$ cat config.mk
export PLATFORM = sky130hd
export DESIGN_NAME = signed_golomb_codec_unit
export DESIGN_NICKNAME = d
export VERILOG_FILES = /design/src/rtl/core/sgc_pkg.sv /design/src/rtl/core/sgc_front.sv /design/src/rtl/core/sgc_div_cell.sv /design/src/rtl/core/sgc_finish.sv /design/src/rtl/core/signed_golomb_codec_unit.sv
export SDC_FILE = /design/constraint.sdc
export NUM_CORES = 2
export LEC_CHECK = 0
export ABC_AREA = 1
export BUFFER_PORTS_ARGS = -buffer_cell sky130_fd_sc_hd__buf_4
export CELL_PAD_IN_SITES_DETAIL_PLACEMENT = 0
export CELL_PAD_IN_SITES_GLOBAL_PLACEMENT = 1
export CORE_MARGIN = 1
export CORE_UTILIZATION = 30
export CTS_CLUSTER_DIAMETER = 30
export CTS_CLUSTER_SIZE = 10
export DETAILED_ROUTE_END_ITERATION = 7
export GPL_TIMING_DRIVEN = 0
export PLACE_DENSITY_LB_ADDON = 0.25
export SETUP_SLACK_MARGIN = 0.5
export SLEW_MARGIN = 5
export SYNTH_ARGS = -nofsm -noshare
export SYNTH_HDL_FRONTEND = slang
export SYNTH_HIERARCHICAL = 1
export SYNTH_SLANG_ARGS = --single-unit
$ cat constraint.sdc
create_clock -name clk -period 11.8 [get_ports clk]
set_clock_uncertainty 0.05 [all_clocks]
set_input_delay 2.36 -clock clk [delete_from_list [all_inputs] [get_ports clk]]
set_output_delay 2.36 -clock clk [all_outputs]
set_load 0.01 [all_outputs]
$ cat src/rtl/core/sgc_pkg.sv
// shared types, codes and helpers for the signed golomb codec
// no dependencies

package sgc_pkg;

  localparam int SAMPLE_BITS = 16;
  localparam int LEN_BITS    = 5;
  localparam int PROD_BITS   = 2 * SAMPLE_BITS;

  localparam logic CMD_ENCODE = 1'b0;
  localparam logic CMD_DECODE = 1'b1;

  localparam logic [1:0] STAT_OK    = 2'd0;
  localparam logic [1:0] STAT_UNSET = 2'd1;
  localparam logic [1:0] STAT_RANGE = 2'd2;

  // one item as it moves down the divider row
  typedef struct packed {
    logic                     cmd;
    logic                     unset;
    logic [SAMPLE_BITS-1:0]   m;
    logic [LEN_BITS-1:0]      b;
    logic [SAMPLE_BITS-1:0]   t;
    logic [SAMPLE_BITS-1:0]   n;     // dividend, left aligned, consumed msb first
    logic [SAMPLE_BITS-1:0]   rem;
    logic [SAMPLE_BITS-1:0]   quo;
    logic [PROD_BITS-1:0]     prod;  // decode: quotient times divisor
    logic [SAMPLE_BITS-1:0]   rdec;  // decode: remainder recovered from its code
  } stage_t;

  // b = ceil(log2 m), i.e. bit length of m-1
  function automatic logic [LEN_BITS-1:0] ceil_log2(input logic [SAMPLE_BITS-1:0] m);
    logic [SAMPLE_BITS-1:0] x;
    logic [LEN_BITS-1:0]    b;
    x = m - 1'b1;
    b = '0;
    if (m > 16'd1) begin
      for (int i = 0; i < SAMPLE_BITS; i++) begin
        if (x[i]) b = LEN_BITS'(i + 1);
      end
    end
    return b;
  endfunction

  // t = 2^b - m
  function automatic logic [SAMPLE_BITS-1:0] trunc_gap(input logic [SAMPLE_BITS-1:0] m,
                                                       input logic [LEN_BITS-1:0] b);
    logic [SAMPLE_BITS:0] full;
    full = (17'd1 << b) - {1'b0, m};
    return full[SAMPLE_BITS-1:0];
  endfunction

endpackage

$ cat src/rtl/core/sgc_front.sv
// divisor register and entry stage: zigzag fold, decode product and remainder
// depends on sgc_pkg

module sgc_front #(
  parameter int W = 16
) (
  input  logic                                clk,
  input  logic                                rst,
  input  logic                                cfg_valid,
  input  logic [sgc_pkg::SAMPLE_BITS-1:0]     cfg_data,
  input  logic                                in_valid,
  output logic                                in_ready,
  input  logic                                cmd,
  input  logic signed [sgc_pkg::SAMPLE_BITS-1:0] signed_value,
  input  logic [sgc_pkg::SAMPLE_BITS-1:0]     quotient_in,
  input  logic [sgc_pkg::SAMPLE_BITS-1:0]     remainder_code_in,
  output logic                                stage_valid,
  output sgc_pkg::stage_t                     stage_data,
  input  logic                                stage_ready
);
  import sgc_pkg::*;

  logic [SAMPLE_BITS-1:0] divisor;
  logic [LEN_BITS-1:0]    div_b;
  logic [SAMPLE_BITS-1:0] div_t;

  logic [W-1:0]           raw;
  logic [W-1:0]           n_w;
  stage_t                 entry;

  // b and t are taken at the same edge as the divisor
  always_ff @(posedge clk) begin
    if (rst) begin
      divisor <= '0;
      div_b   <= '0;
      div_t   <= '0;
    end else if (cfg_valid) begin
      divisor <= cfg_data;
      div_b   <= ceil_log2(cfg_data);
      div_t   <= trunc_gap(cfg_data, ceil_log2(cfg_data));
    end
  end

  assign in_ready = !stage_valid || stage_ready;

  always_comb begin
    raw = signed_value[W-1:0];
    // zigzag: 2v for v >= 0, -2v-1 for v < 0
    n_w = {raw[W-2:0], 1'b0} ^ {W{raw[W-1]}};

    entry       = '0;
    entry.cmd   = cmd;
    entry.unset = (divisor == '0);
    entry.m     = divisor;
    entry.b     = div_b;
    entry.t     = div_t;
    entry.n     = SAMPLE_BITS'(n_w) << (SAMPLE_BITS - W);
    entry.prod  = quotient_in * divisor;
    entry.rdec  = (remainder_code_in >= div_t) ? remainder_code_in - div_t
                                                : remainder_code_in;
  end

  always_ff @(posedge clk) begin
    if (rst) begin
      stage_valid <= 1'b0;
    end else if (in_ready) begin
      stage_valid <= in_valid;
    end
  end

  always_ff @(posedge clk) begin
    if (in_ready && in_valid) begin
      stage_data <= entry;
    end
  end

endmodule

$ cat src/rtl/core/sgc_div_cell.sv
// one restoring division step: one quotient bit per cell
// depends on sgc_pkg

module sgc_div_cell (
  input  logic            clk,
  input  logic            rst,
  input  logic            up_valid,
  input  sgc_pkg::stage_t up_data,
  output logic            up_ready,
  output logic            dn_valid,
  output sgc_pkg::stage_t dn_data,
  input  logic            dn_ready
);
  import sgc_pkg::*;

  logic [SAMPLE_BITS:0] rem_sh;
  logic                 fits;
  logic [SAMPLE_BITS:0] rem_sub;
  stage_t               step;

  assign up_ready = !dn_valid || dn_ready;

  always_comb begin
    rem_sh  = {up_data.rem, up_data.n[SAMPLE_BITS-1]};
    fits    = (rem_sh >= {1'b0, up_data.m});
    rem_sub = rem_sh - {1'b0, up_data.m};
    step     = up_data;
    step.n   = up_data.n << 1;
    step.rem = fits ? rem_sub[SAMPLE_BITS-1:0] : rem_sh[SAMPLE_BITS-1:0];
    step.quo = {up_data.quo[SAMPLE_BITS-2:0], fits};
  end

  always_ff @(posedge clk) begin
    if (rst) begin
      dn_valid <= 1'b0;
    end else if (up_ready) begin
      dn_valid <= up_valid;
    end
  end

  always_ff @(posedge clk) begin
    if (up_ready && up_valid) begin
      dn_data <= step;
    end
  end

endmodule

$ cat src/rtl/core/sgc_finish.sv
// output stage: truncated binary remainder code, decode sum, range check, unfold
// depends on sgc_pkg

module sgc_finish #(
  parameter int W = 16
) (
  input  logic                                   clk,
  input  logic                                   rst,
  input  logic                                   up_valid,
  input  sgc_pkg::stage_t                        up_data,
  output logic                                   up_ready,
  output logic                                   out_valid,
  input  logic                                   out_ready,
  output logic [1:0]                             status,
  output logic signed [sgc_pkg::SAMPLE_BITS-1:0] decoded_value,
  output logic [sgc_pkg::SAMPLE_BITS-1:0]        quotient_out,
  output logic [sgc_pkg::SAMPLE_BITS-1:0]        remainder_code_out,
  output logic [sgc_pkg::LEN_BITS-1:0]           remainder_length
);
  import sgc_pkg::*;

  logic [PROD_BITS:0]     n_dec;
  logic [SAMPLE_BITS-1:0] n_lo;
  logic [SAMPLE_BITS:0]   half;
  logic [SAMPLE_BITS:0]   neg;
  logic [1:0]             st_c;
  logic [SAMPLE_BITS-1:0] dec_c;
  logic [SAMPLE_BITS-1:0] quo_c;
  logic [SAMPLE_BITS-1:0] code_c;
  logic [LEN_BITS-1:0]    len_c;

  assign up_ready = !out_valid || out_ready;

  always_comb begin
    n_dec = {1'b0, up_data.prod} + (PROD_BITS + 1)'(up_data.rdec);
    n_lo  = n_dec[SAMPLE_BITS-1:0];
    half  = ({1'b0, n_lo} + 1'b1) >> 1;
    neg   = '0 - half;

    st_c   = STAT_OK;
    dec_c  = '0;
    quo_c  = '0;
    code_c = '0;
    len_c  = '0;
    if (up_data.unset) begin
      st_c = STAT_UNSET;
    end else if (up_data.cmd == CMD_ENCODE) begin
      quo_c = up_data.quo;
      if (up_data.rem < up_data.t) begin
        code_c = up_data.rem;
        len_c  = up_data.b - 1'b1;
      end else begin
        code_c = up_data.rem + up_data.t;
        len_c  = up_data.b;
      end
    end else if (n_dec[PROD_BITS:W] != '0) begin
      st_c = STAT_RANGE;
    end else if (n_lo[0]) begin
      dec_c = neg[SAMPLE_BITS-1:0];
    end else begin
      dec_c = {1'b0, n_lo[SAMPLE_BITS-1:1]};
    end
  end

  always_ff @(posedge clk) begin
    if (rst) begin
      out_valid <= 1'b0;
    end else if (up_ready) begin
      out_valid <= up_valid;
    end
  end

  always_ff @(posedge clk) begin
    if (up_ready && up_valid) begin
      status             <= st_c;
      decoded_value      <= dec_c;
      quotient_out       <= quo_c;
      remainder_code_out <= code_c;
      remainder_length   <= len_c;
    end
  end

endmodule

$ cat src/rtl/core/signed_golomb_codec_unit.sv
// signed golomb codec: entry stage, a row of division cells, output stage
// registers: entry stage, W division cells, output stage; W = min(VALUE_BITS, 16)
// throughput: one item per cycle while out_ready does not stall the output; the row of W division cells
//   yields one quotient bit per cell, so a new item can enter every cycle unless the row is stalled
// reset: clears all stage valid bits and the divisor (divisor unset)
// depends on sgc_pkg, sgc_front, sgc_div_cell, sgc_finish

module signed_golomb_codec_unit #(
  parameter int VALUE_BITS = 16
) (
  input  logic                                   clk,
  input  logic                                   rst,
  input  logic                                   cfg_valid,
  output logic                                   cfg_ready,
  input  logic [sgc_pkg::SAMPLE_BITS-1:0]        cfg_data,
  input  logic                                   in_valid,
  output logic                                   in_ready,
  input  logic                                   cmd,
  input  logic signed [sgc_pkg::SAMPLE_BITS-1:0] signed_value,
  input  logic [sgc_pkg::SAMPLE_BITS-1:0]        quotient_in,
  input  logic [sgc_pkg::SAMPLE_BITS-1:0]        remainder_code_in,
  output logic                                   out_valid,
  input  logic                                   out_ready,
  output logic [1:0]                             status,
  output logic signed [sgc_pkg::SAMPLE_BITS-1:0] decoded_value,
  output logic [sgc_pkg::SAMPLE_BITS-1:0]        quotient_out,
  output logic [sgc_pkg::SAMPLE_BITS-1:0]        remainder_code_out,
  output logic [sgc_pkg::LEN_BITS-1:0]           remainder_length
);
  import sgc_pkg::*;

  localparam int W = (VALUE_BITS < SAMPLE_BITS) ? VALUE_BITS : SAMPLE_BITS;

  logic   row_valid [0:W];
  logic   row_ready [0:W];
  stage_t row_data  [0:W];

  assign cfg_ready = 1'b1;

  sgc_front #(.W(W)) u_front (
    .clk               (clk),
    .rst               (rst),
    .cfg_valid         (cfg_valid),
    .cfg_data          (cfg_data),
    .in_valid          (in_valid),
    .in_ready          (in_ready),
    .cmd               (cmd),
    .signed_value      (signed_value),
    .quotient_in       (quotient_in),
    .remainder_code_in (remainder_code_in),
    .stage_valid       (row_valid[0]),
    .stage_data        (row_data[0]),
    .stage_ready       (row_ready[0])
  );

  for (genvar k = 0; k < W; k++) begin : g_cell
    sgc_div_cell u_cell (
      .clk      (clk),
      .rst      (rst),
      .up_valid (row_valid[k]),
      .up_data  (row_data[k]),
      .up_ready (row_ready[k]),
      .dn_valid (row_valid[k+1]),
      .dn_data  (row_data[k+1]),
      .dn_ready (row_ready[k+1])
    );
  end

  sgc_finish #(.W(W)) u_finish (
    .clk                (clk),
    .rst                (rst),
    .up_valid           (row_valid[W]),
    .up_data            (row_data[W]),
    .up_ready           (row_ready[W]),
    .out_valid          (out_valid),
    .out_ready          (out_ready),
    .status             (status),
    .decoded_value      (decoded_value),
    .quotient_out       (quotient_out),
    .remainder_code_out (remainder_code_out),
    .remainder_length   (remainder_length)
  );

  // unset divisor gives an all-zero item apart from status
  a_unset_zero: assert property (@(posedge clk) disable iff (rst)
    out_valid && status == STAT_UNSET |->
      decoded_value == '0 && quotient_out == '0 && remainder_code_out == '0 &&
      remainder_length == '0)
    else $error("unset divisor item carries nonzero fields");

  // remainder code fits in its stated length
  a_code_fits: assert property (@(posedge clk) disable iff (rst)
    out_valid && status == STAT_OK |->
      (32'(remainder_code_out) >> remainder_length) == 32'd0)
    else $error("remainder code wider than its length");

  a_status_code: assert property (@(posedge clk) disable iff (rst)
    out_valid |-> status == STAT_OK || status == STAT_UNSET || status == STAT_RANGE)
    else $error("undefined status code");

  // a range error only comes from decode, so no encode fields go with it
  a_range_decode: assert property (@(posedge clk) disable iff (rst)
    out_valid && status == STAT_RANGE |->
      decoded_value == '0 && remainder_length == '0 && quotient_out == '0)
    else $error("range error item carries nonzero fields");

  a_reset_empty: assert property (@(posedge clk) rst |=> !out_valid)
    else $error("result valid right after reset");

endmodule
Word-level counts from Yosys, hierarchy flattened
Index checks and enable logic that the tools add are counted.
{"block": "op_classes", "addsub": 24, "mul": 1, "magnitude_cmp": 19, "n_shift": 1, "mux": 41, "bitwise_logic": 3, "reduce_logical": 60}
{"operator": "2-to-1 mux 16 bit", "n": 17}
{"operator": "subtractor 16 bit", "n": 17}
{"operator": ">= comparator 17 x 16 -> 1 bit", "n": 15}
{"operator": "adder 32 x 16 -> 33 bit", "n": 1}
{"operator": "multiplier 16 x 16 -> 32 bit", "n": 1}
{"operator": "2-to-1 mux 4 bit", "n": 8}
{"operator": "2-to-1 mux 5 bit", "n": 5}
{"operator": "logical AND 1 bit", "n": 18}
{"operator": "zero test 1 bit", "n": 18}
{"operator": "logical OR 1 bit", "n": 18}
{"operator": "adder 16 x 1 -> 17 bit (second input constant)", "n": 1}
{"operator": "nonzero test 17 bit", "n": 1}
{"operator": "adder 16 bit", "n": 1}
{"operator": ">= comparator 1 x 16 -> 1 bit", "n": 1}
{"operator": ">= comparator 16 bit", "n": 1}
{"operator": "> comparator 16 x 1 -> 1 bit (second input constant)", "n": 1}
{"operator": "zero test 16 bit", "n": 1}
{"operator": "< comparator 16 bit", "n": 1}
{"operator": "left shift 1 x 5 -> 16 bit (first input constant)", "n": 1}
{"operator": "subtractor 1 x 16 -> 16 bit", "n": 1}
{"operator": "subtractor 1 x 16 -> 16 bit (first input constant)", "n": 1}
{"operator": "subtractor 16 x 1 -> 16 bit (second input constant)", "n": 1}
{"operator": "bitwise XOR 16 bit", "n": 1}
{"operator": "2-to-1 mux 15 bit", "n": 1}
{"operator": "other kinds (8)", "n": 17}
{"block": "totals", "ff_bits": 2101, "inputBits": 70, "output_inout_bits": 58, "elab_cells": 344}

Depth between registers and ports, before layout
{"block": "depth", "word_depth": 22, "mapped_depth": 38, "mapped_depth_nobuf": 38}

By module
Netlist, hierarchy kept.
{"mod": "sgc_div_cell (g_cell[0].u_cell ...)", "instances": 15, "cells_per_inst": 407, "area_per_inst_um2": 5436.5, "seq_area_each_um2": 4043.9}
{"mod": "sgc_front", "instances": 1, "cells_per_inst": 1822, "area_per_inst_um2": 15646.3, "seq_area_each_um2": 3853.7}
{"mod": "sgc_finish", "instances": 1, "cells_per_inst": 883, "area_per_inst_um2": 5899.4, "seq_area_each_um2": 1671.6}
{"mod": "sgc_div_cell (g_cell[2].u_cell)", "instances": 1, "cells_per_inst": 421, "area_per_inst_um2": 5524.0, "seq_area_each_um2": 4043.9}
{"mod": "signed_golomb_codec_unit", "instances": 1, "cells_per_inst": 2, "area_per_inst_um2": 11.3, "seq_area_each_um2": 0.0}

Worst setup path after synthesis
Ideal clock, no wire load.
{"block": "synth_timing", "path_kind": "input to register", "from": "input out_ready", "to": "register g_cell[0].u_cell/dn_data[0] in the netlist's numbering (enable)", "setup_ns": 0.671, "t_arrival_ns": 10.541, "required_ns": 11.079, "slack_ns": 0.538, "cell_stages": 34, "path_buffers": 0, "path_cell_list": "inv_1 -> nand2_1 -> inv_1 -> nand2_1 -> inv_1 -> nand2_1 -> inv_1 -> nand2_1 -> inv_1 -> nand2_1 -> inv_1 -> nand2_1 -> inv_1 -> nand2_1 -> inv_1 -> nand2_1 -> inv_1 -> nand2_1 -> inv_1 -> nand2_1 -> inv_1 -> nand2_1 -> inv_1 -> nand2_1 -> inv_1 -> nand2_1 -> inv_1 -> nand2_1 -> inv_1 -> nand2_1 -> inv_1 -> nand2_1 -> inv_1 -> a21oi_1"}
{"item": "start: declaration", "line_no": "signed_golomb_codec_unit.sv:23", "source": "input logic out_ready,"}
{"item": "end signal: assignment", "line_no": "sgc_div_cell.sv:43", "source": "dn_data <= step;"}
{"item": "end: declaration", "line_no": "sgc_div_cell.sv:11", "source": "output sgc_pkg::stage_t dn_data,"}

==> summary.md <==
| Metric | Value |
|---|---|
| PortBufs | `110` |
| Number of instances in the placed design | `13,530` |
| Post-detailed-placement half-perimeter wirelength | `193,000 um` |
| Critical path type | `in2reg` |
| Routed Wire Length | `246,700 um` |
| Die width | `581.2 um` |
| Worst skew pair latency | `0.92 ns` |
| Total design power | `22.14 mW` |
| First-pass GRT wire length | `377,600 um` |
| Mapped cell area | `0.1006 mm2` |
| Number of vias per cell after detailed routing | `4.311` |
| Routed vias | `61,580` |
| Clk root buf | `sky130_fd_sc_hd__clkbuf_16` |
| Nets | `10,280` |
| Number of gates given a new drive strength after cts | `0` |
| Library cell contributing the largest single delay on the critical path | `sky130_fd_sc_hd__clkbuf_1` |
| Worst setup slack after layout | `3.251 ns` |
| Largest stage delay on the critical path | `0.63 ns` |
| Slew @ Worst Pin | `1.044 ns` |
| DR DRC count | `0` |
| Vias in the first global route | `62,710` |
| Buffers inserted by post-CTS timing repair | `0` |
| Pleak | `51.87 nW` |
| Sinks on Clock Net | `2,101` |
| Final setup vio count | `0` |
| Number of optimization iterations in the first detailed-route pass | `5` |
| Largest net degree at the start of global routing | `31` |
| Routability congestion estimate from global placement | `0.8605` |
| Endpoint arrival time on the critical path | `9.11 ns` |
| Total power divided by cell area | `179.1 mW/mm2` |
| Overflow after GRT | `0` |
| Starting density of the core | `0.3016` |
| Proportion of layout cells with a drive suffix above 1 | `0.1281` |
| Worst Setup Slack post-DPL | `2.294 ns` |
| Cell repeated most along the worst path | `sky130_fd_sc_hd__fa_1` |
| CTS tree | `yes` |
| Fill cell total of the finished layout | `32,360` |
| I/O pin cnt | `128` |
| Cts-stage hold buffer count | `0` |
| Maximum capacitance violations | `0` |
| Count of synthesis-stage warnings from yosys | `6` |
| Post-route clock period utilization | `0.7245` |
| Number of levels in the clock H-tree | `5` |
| Area enclosed by the die boundary | `0.3378 mm2` |
| Die H | `581.2 um` |
| Hold Worst Slack | `0.3123 ns` |
| Fin util | `0.3704` |
| Detailed router's first-iteration violation count | `3,474` |
| Final Hold Fails | `0` |
| Area of the core | `0.3337 mm2` |
| Peak supply drop | `0.1308 mV` |
| Worst relative slew slack | `0.2947` |
| Outcome | `complete, no violations` |
| Initial antenna violation count | `25` |
| Synthesized instance count | `8,929` |
| Sum of negative setup slack | `0 ns` |
| Clock transition at the registers of the reported paths | `0.05 ns` |
| Required time of the critical path | `12.36 ns` |
| Standard-cell row count | `212` |
| RSZ-0062 raised after global routing | `false` |
| CTS Buffer Depth | `4` |
| CP startpoint kind | `input pin` |
| Largest fanout on the critical path | `10` |
| Fmax achieved | `0.1170 GHz` |
| Count of antenna-violating nets left after detailed routing | `0` |
| Register area | `0.06254 mm2` |
| Area of all placed cells without fillers | `0.1236 mm2` |
| Worst Reg-to-Reg Cells | `23` |
| Hold crit path type | `reg2reg` |
| Number of buffers created by CTS | `411` |
| WL/cell | `17.27 um` |
| Non-Filler Instances | `14,290` |
| GRT Util Overall | `0.1445` |
| Number of pins exceeding their max-slew limit in the final report | `0` |
| Ordered list of cells on the worst path | `clkbuf_1, clkbuf_1, nand2_1, fa_1, fa_1, fa_1, inv_1, fa_1, inv_1, fa_1, fa_1, inv_1, ha_1, a21oi_1, o221ai_1, a21oi_1, o21ai_1, a21oi_1, o21ai_1, a21oi_1, xor2_1` |
| CP endpoint kind | `flip-flop` |
| Min Clock Period, post-route | `8.549 ns` |
| Synth-to-layout area growth | `22.80%` |
| Post-detailed-placement cell area | `0.1091 mm2` |
| Per-instance average area after synthesis | `11.27 um2` |
| Number of stages on the worst hold path | `0` |
| Area taken by multi-input logic gates | `0.03157 mm2` |
-- area by class of cell --
class	count	area share
multi-input combinational	5125	0.2554
clock inverter	307	0.03195
clock buffer	448	0.08503
buffer	156	0.007471
sequential	2101	0.5060
inverter	1562	0.04748
tap	4387	0.04441
timing repair buffer	194	0.02211
antenna	5	0.0001012
-- routing by layer --
layer / GRT usage / routed length, um
met1: 0.2025 / 118900
met2: 0.2322 / 112000
met3: 0.02409 / 10520
met4: 0.03535 / 5160
met5: 0 / 118
-- power breakdown --
group / switching, mW / internal [mW] / total [mW]
logic: 1.18 / 0.701 / 1.88
clock network: 3.82 / 8.02 / 11.8
registers: 0.0588 / 8.36 / 8.42
-- worst paths after layout --
path | start | endpoint | slack [ns]
worst max-delay path | quotient_in[8] | u_front/stage_data[44] | 3.25
worst min-delay path | g_cell[5].u_cell/dn_data[45] | g_cell[6].u_cell/dn_data[45] | 0.31
worst max register to register | u_front/divisor[2] | u_front/stage_data[44] | 4.23
worst min register to register | g_cell[5].u_cell/dn_data[45] | g_cell[6].u_cell/dn_data[45] | 0.31
-- sequential cells by signal, summed over array words and instances (netlist names) --
signal and count:
g_cell.u_cell/dn_data 1888, u_front/stage_data 103, g_cell.u_cell/dn_valid 16, u_finish/decoded_value 16
u_finish/quotient_out 16, u_finish/remainder_code_out 16, u_front/div_t 16, u_front/divisor 16
u_finish/remainder_length 5, u_front/div_b 5, u_finish/status 2, u_finish/out_valid 1
u_front/stage_valid 1
-- critical path, delay by kind of cell --
kind / cells / cell delay (ns)
AOI/OAI and AO/OA: 7 / 1.71
adders and majority gates: 7 / 3.50
xor gates and xnor gates: 1 / 0.08
and+or+nand+nor: 1 / 0.17
buffers and inverters: 5 / 1.28
-- cells in the final DEF (no fill, tap or decap), types with 154 or more instances in the layout --
cell and n:
sky130_fd_sc_hd__nor2_1 332, sky130_fd_sc_hd__clkbuf_16 415, sky130_fd_sc_hd__xor2_1 154, sky130_fd_sc_hd__inv_1 1541, sky130_fd_sc_hd__nand3_1 560, sky130_fd_sc_hd__a21oi_1 330
sky130_fd_sc_hd__ha_1 445, sky130_fd_sc_hd__edfxtp_1 2046, sky130_fd_sc_hd__fa_1 214, sky130_fd_sc_hd__nand2_1 2267
Note: power is estimated with default switching activity, not from simulation.
